File: config.mk
export PLATFORM = sky130hd
export DESIGN_NAME = jrt_cell
export DESIGN_NICKNAME = d
export VERILOG_FILES = /design/src/hdl/journal_revoke_table_top_assert.svh /design/src/hdl/jrt_pkg.sv /design/src/hdl/jrt_cell.sv
export SDC_FILE = /design/constraint.sdc
export NUM_CORES = 1
export LEC_CHECK = 0
export BUFFER_PORTS_ARGS = -buffer_cell sky130_fd_sc_hd__buf_2
export CORE_ASPECT_RATIO = 0.6
export CORE_MARGIN = 5
export CORE_UTILIZATION = 40
export DETAILED_ROUTE_END_ITERATION = 10
export PLACE_DENSITY = 0.74
export SLEW_MARGIN = 40
export SYNTH_ARGS = -nofsm -noshare
export SYNTH_HDL_FRONTEND = slang
export SYNTH_SLANG_ARGS = --single-unit
File: constraint.sdc
create_clock -name clk -period 16 [get_ports clk]
set_clock_uncertainty 0.2 [all_clocks]
set_input_delay 3.2 -clock clk [delete_from_list [all_inputs] [get_ports clk]]
set_output_delay 3.2 -clock clk [all_outputs]
set_load 0.02 [all_outputs]
File: src/hdl/journal_revoke_table_top_assert.svh
// Assertion macros for the journal revoke table.
// Included by files that check their own control logic; needs no package.
`ifndef JOURNAL_REVOKE_TABLE_TOP_ASSERT_SVH
`define JOURNAL_REVOKE_TABLE_TOP_ASSERT_SVH

// Same-cycle implication, disabled while reset is asserted.
`define JRT_ASSERT_IMP(lbl, ck, rn, ante, cons, msg) \
  lbl: assert property (@(posedge ck) disable iff (!(rn)) (ante) |-> (cons)) \
    else $error(msg);

// Next-cycle implication, disabled while reset is asserted.
`define JRT_ASSERT_NXT(lbl, ck, rn, ante, cons, msg) \
  lbl: assert property (@(posedge ck) disable iff (!(rn)) (ante) |=> (cons)) \
    else $error(msg);

`endif

File: src/hdl/jrt_pkg.sv
// Shared types, codes and helpers for the journal revoke table.
// No dependencies; compiled before the interfaces and modules.
`default_nettype none

package jrt_pkg;

  localparam int TABLE_DEPTH_DEF = 256;
  localparam int BLK_W  = 64;
  localparam int POS_W  = 32;
  localparam int OP_W   = 2;
  localparam int STAT_W = 2;

  // Item operation codes; code 3 is unused and handled by default arms
  typedef enum logic [OP_W-1:0] {
    OP_ADD   = 2'd0,
    OP_CHECK = 2'd1,
    OP_CLEAR = 2'd2
  } op_t;

  // Result status codes
  typedef enum logic [STAT_W-1:0] {
    STAT_DONE  = 2'd0,
    STAT_ADDED = 2'd1,
    STAT_FULL  = 2'd2
  } stat_t;

  // Control sequencer states
  typedef enum logic [1:0] {
    ST_IDLE,
    ST_LAUNCH,
    ST_SCAN,
    ST_RESULT
  } state_t;

  // Search token handed from cell to cell
  typedef struct packed {
    logic             active;
    logic             found;
    logic             free;
    logic [POS_W-1:0] found_pos;
  } scan_tok_t;

  // Table update broadcast to every cell
  typedef struct packed {
    logic             clear;
    logic             write;
    logic [BLK_W-1:0] blk;
    logic [POS_W-1:0] pos;
  } wr_cmd_t;

  // Circular window test between replay tail and stored position
  function automatic logic window_hit(input logic [POS_W-1:0] stored,
                                      input logic [POS_W-1:0] tail,
                                      input logic [POS_W-1:0] where);
    logic wrap;
    logic above_tail;
    logic below_pos;
    wrap       = stored < tail;
    above_tail = tail < where;
    below_pos  = where < stored;
    return wrap ? (above_tail | below_pos) : (above_tail & below_pos);
  endfunction

endpackage

`default_nettype wire

File: src/hdl/jrt_cell.sv
// One table slot: holds a block number, its journal position and a valid bit,
// and updates the search token on its way along the row. Depends on jrt_pkg.
`default_nettype none

module jrt_cell import jrt_pkg::*; #(
  parameter int IDX_W    = 8,
  parameter int CELL_IDX = 0
) (
  input  wire logic             clk,
  input  wire logic             rst_n,
  input  wire logic [BLK_W-1:0] key_blk,
  input  wire wr_cmd_t          wr_cmd,
  input  wire logic [IDX_W-1:0] wr_idx,
  input  wire scan_tok_t        tok_in,
  input  wire logic [IDX_W-1:0] found_idx_in,
  input  wire logic [IDX_W-1:0] free_idx_in,
  output      scan_tok_t        tok_out,
  output      logic [IDX_W-1:0] found_idx_out,
  output      logic [IDX_W-1:0] free_idx_out
);

  localparam logic [IDX_W-1:0] MY_IDX = IDX_W'(CELL_IDX);

  logic             valid_r;
  logic [BLK_W-1:0] block_r;
  logic [POS_W-1:0] pos_r;
  scan_tok_t        tok_r, tok_nxt;
  logic [IDX_W-1:0] found_idx_r, found_idx_nxt;
  logic [IDX_W-1:0] free_idx_r, free_idx_nxt;
  logic             hit;
  logic             sel;

  assign hit = valid_r && (block_r == key_blk);
  assign sel = wr_cmd.write && (wr_idx == MY_IDX);

  // Fold this slot into the token: first match and first free slot win
  always_comb begin
    tok_nxt        = tok_in;
    found_idx_nxt  = found_idx_in;
    free_idx_nxt   = free_idx_in;
    if (tok_in.active && !tok_in.found && hit) begin
      tok_nxt.found     = 1'b1;
      tok_nxt.found_pos = pos_r;
      found_idx_nxt     = MY_IDX;
    end
    if (tok_in.active && !tok_in.free && !valid_r) begin
      tok_nxt.free = 1'b1;
      free_idx_nxt = MY_IDX;
    end
  end

  // Valid bit: cleared by reset or a clear beat, set when this slot is written
  always_ff @(posedge clk) begin
    if (!rst_n) begin
      valid_r <= 1'b0;
    end else if (wr_cmd.clear) begin
      valid_r <= 1'b0;
    end else if (sel) begin
      valid_r <= 1'b1;
    end
  end

  // Slot contents
  always_ff @(posedge clk) begin
    if (sel) begin
      block_r <= wr_cmd.blk;
      pos_r   <= wr_cmd.pos;
    end
  end

  // Hand the token to the next cell; only the active flag needs a reset
  always_ff @(posedge clk) begin
    if (!rst_n) begin
      tok_r.active <= 1'b0;
    end else begin
      tok_r.active <= tok_nxt.active;
    end
    tok_r.found     <= tok_nxt.found;
    tok_r.free      <= tok_nxt.free;
    tok_r.found_pos <= tok_nxt.found_pos;
    found_idx_r     <= found_idx_nxt;
    free_idx_r      <= free_idx_nxt;
  end

  assign tok_out       = tok_r;
  assign found_idx_out = found_idx_r;
  assign free_idx_out  = free_idx_r;

endmodule

`default_nettype wire

==> flow_summary.json <==
{
  "die-area_sq_mm": 0.0158,
  "num_rows": 32,
  "die_w_um": 159,
  "cts_setup_buffers": 0,
  "design_area_sq_mm": 0.00750,
  "hold_viol": 0,
  "synth_nets": 519,
  "clockBufferDepth": 2,
  "diodes": 0,
  "fin_tns_setup_ns": 0,
  "die_h_um": 99.3,
  "hold_path.class": "reg -> reg",
  "synthMuxAreaShare": 0.0898,
  "post-route-util": 0.580,
  "grt_antenna_before_repair": 1,
  "synth_xor_area_frac": 0.106,
  "root_buffer": "clkbuf_16",
  "worst_skew_pair.late_latency_ns": 0.40,
  "synth_common_cells": "edfxtp_1, dfxtp_1, xor2_1",
  "cp.arrival_ns": 5.51,
  "cts_resized": 0,
  "yosysSeqAreaShare": 0.739,
  "drtIter0Drc": 127,
  "cp_slowest_cell": "nand4_4",
  "rsz0062_at_grt": "no",
  "synth_top_cell_by_area": "edfxtp_1",
  "vias": 3443,
  "ys_types": 22,
  "synth_ff_type": "edfxtp_1",
  "grt_first_pass_wirelength_um": 19900,
  "status": "finished, final reports clean",
  "crit_path_max_fanout": 23,
  "synth_top_family_by_area": "XOR/XNOR gates",
  "fillCellCount": 1042,
  "synth_cells": 296,
  "setup_viol": 0,
  "coreArea_sq_mm": 0.0129,
  "critPathLaunchType": "input pin",
  "max_cap_violations": 0,
  "syn_area_per_cell_sq_um": 17.9,
  "dpl_cell_area_sq_mm": 0.00691,
  "endpoint_kind": "flip-flop",
  "viasPerCell": 4.47,
  "synthAdderAreaFrac": 0,
  "finalNetCount": 810,
  "synth_compound_gate_area_share": 0,
  "synthArstFlopShare": 0,
  "num_io_pins": 274,
  "first_pass_iters": 4,
  "cts_tree": "yes",
  "place.gp.congestion": 0.766,
  "peakVddDrop_uv": 58.3,
  "drc_errors": 0,
  "start_util": 0.411,
  "grt_overflow": 0,
  "synth_edf_count": 96,
  "powerDensity_mw_per_mm2": 116,
  "yosysMostFrequentCell": "edfxtp_1",
  "cts_hold_buf": 0,
  "path_buf_inv": 2,
  "numClockSinks": 148,
  "finalCritPeriodShare": 0.339,
  "worstPathRequired_ns": 16.08,
  "synthSimpleGateAreaFrac": 0.0587,
  "cts.clk_slew.worst_paths_ns": 0.06,
  "io_buffers": 273,
  "first_global_vias": 3739,
  "synth_warnings": 0,
  "wirelength_um": 13000,
  "maxSlewHeadroom": 0.507,
  "drv_slew": 0,
  "ys_ff_latch": 148,
  "critPathKind": "in -> reg",
  "synth_top_area_share": 0.543,
  "cts_buffers": 17,
  "track_usage": 0.162,
  "power.total_mw": 0.869,
  "critical-path-top-delay-family": "simple AND/OR/NAND/NOR gates",
  "path_cells": "buf_2, xor2_1, nor4_1, nand4_1, nor3_2, nand4_4, buf_12, mux2_4",
  "cts_max_level": 4,
  "syn_to_final_growth_pct": 41.3,
  "grt_max_degree": 57,
  "tightest_slew_ns": 0.739,
  "synth_area_leaders": "edfxtp_1, dfxtp_1, mux2_4, xor2_1, xnor2_1",
  "final_antenna_net_count": 0,
  "clock.fmax_mhz": 184,
  "slowest_delay_ns": 0.45,
  "p_leak_nw": 3.32,
  "synth_area_sq_mm": 0.00531,
  "dp_hpwl_um": 10400,
  "routedWlPerCell_um": 16.9,
  "finalCriticalPeriod_ns": 5.43,
  "layout-drive-gt1-share": 0.575
}
## per-stage QoR
step                std cells  hold WS (ns)  setup WS [ns]
floorplan                 296         0.249           2.32
global placement          737         0.254           9.69
detailed placement        738         0.258          10.11
CTS                       770         0.274          10.53
global route              770         0.279          10.35
finish                    770         0.271          10.57
## cell families (layout without fill, tap and decap cells)
group         after synthesis  after routing
mux                        32             32
flops                     148            148
simple gates               48             48
xor+xnor                   64             64
buf+inv                     4            308
## worst paths after layout
path                                   from     endpoint  slack (ns)  cells after the start
worst max-delay path            key_blk[53]  tok_out[16]       10.57                      8
worst min-delay path              pos_r[12]  tok_out[12]        0.27                      1
worst max register to register  block_r[53]  tok_out[16]       13.09                      7
worst min register to register    pos_r[12]  tok_out[12]        0.27                      1
## layout make-up
type | instances | area (sq um) | share of cell area
sequential | 148 | 3920 | 0.523
timing repair buffer | 276 | 1400 | 0.187
multi-input combinational | 144 | 1380 | 0.183
clock buffer | 18 | 450 | 0.0600
tap | 170 | 213 | 0.0283
clock inverter | 14 | 140 | 0.0187
## registers in the layout, indices dropped and copies added (netlist names)
| signal | count |
|---|---|
| found_idx_out | 8 |
| tok_out | 35 |
| block_r | 64 |
| valid_r | 1 |
| free_idx_out | 8 |
| pos_r | 32 |
## cell usage in the layout, fill, tap and decap left out, types with 2 or more instances in the layout
master	n
clkinvlp_4	2
nor4_2	2
dfxtp_1	52
edfxtp_1	96
inv_6	5
xor2_1	51
mux2_4	31
nor2b_1	8
and2_1	9
nand4_1	5
buf_2	273
inv_8	3
nor4_1	13
buf_4	2
clkbuf_16	18
xnor2_1	13
## power breakdown
| part | leakage (nW) | switching, mW | internal [mW] | total (mW) |
|---|---|---|---|---|
| combinational | 1.73 | 0.0271 | 0.0345 | 0.0615 |
| clock | 0.287 | 0.163 | 0.229 | 0.392 |
| sequential | 1.30 | 0.00193 | 0.414 | 0.416 |
## per-layer routing
layer,GRT usage,share of wire,up-vias
met4,0.0562,0.013,2
met2,0.261,0.48,156
met5,0,0.00054,-
met1,0.202,0.42,1607
met3,0.0646,0.089,16
li1,-,-,1662
## worst register-to-register path, stage by stage, from the launching register on
cell and delay, ns:
edfxtp_1 0.39, xor2_1 0.15, nor4_1 0.37, nand4_1 0.24, nor3_2 0.31, nand4_4 0.45, buf_12 0.36, mux2_4 0.32
No activity file was read; power rests on OpenSTA's default activity.
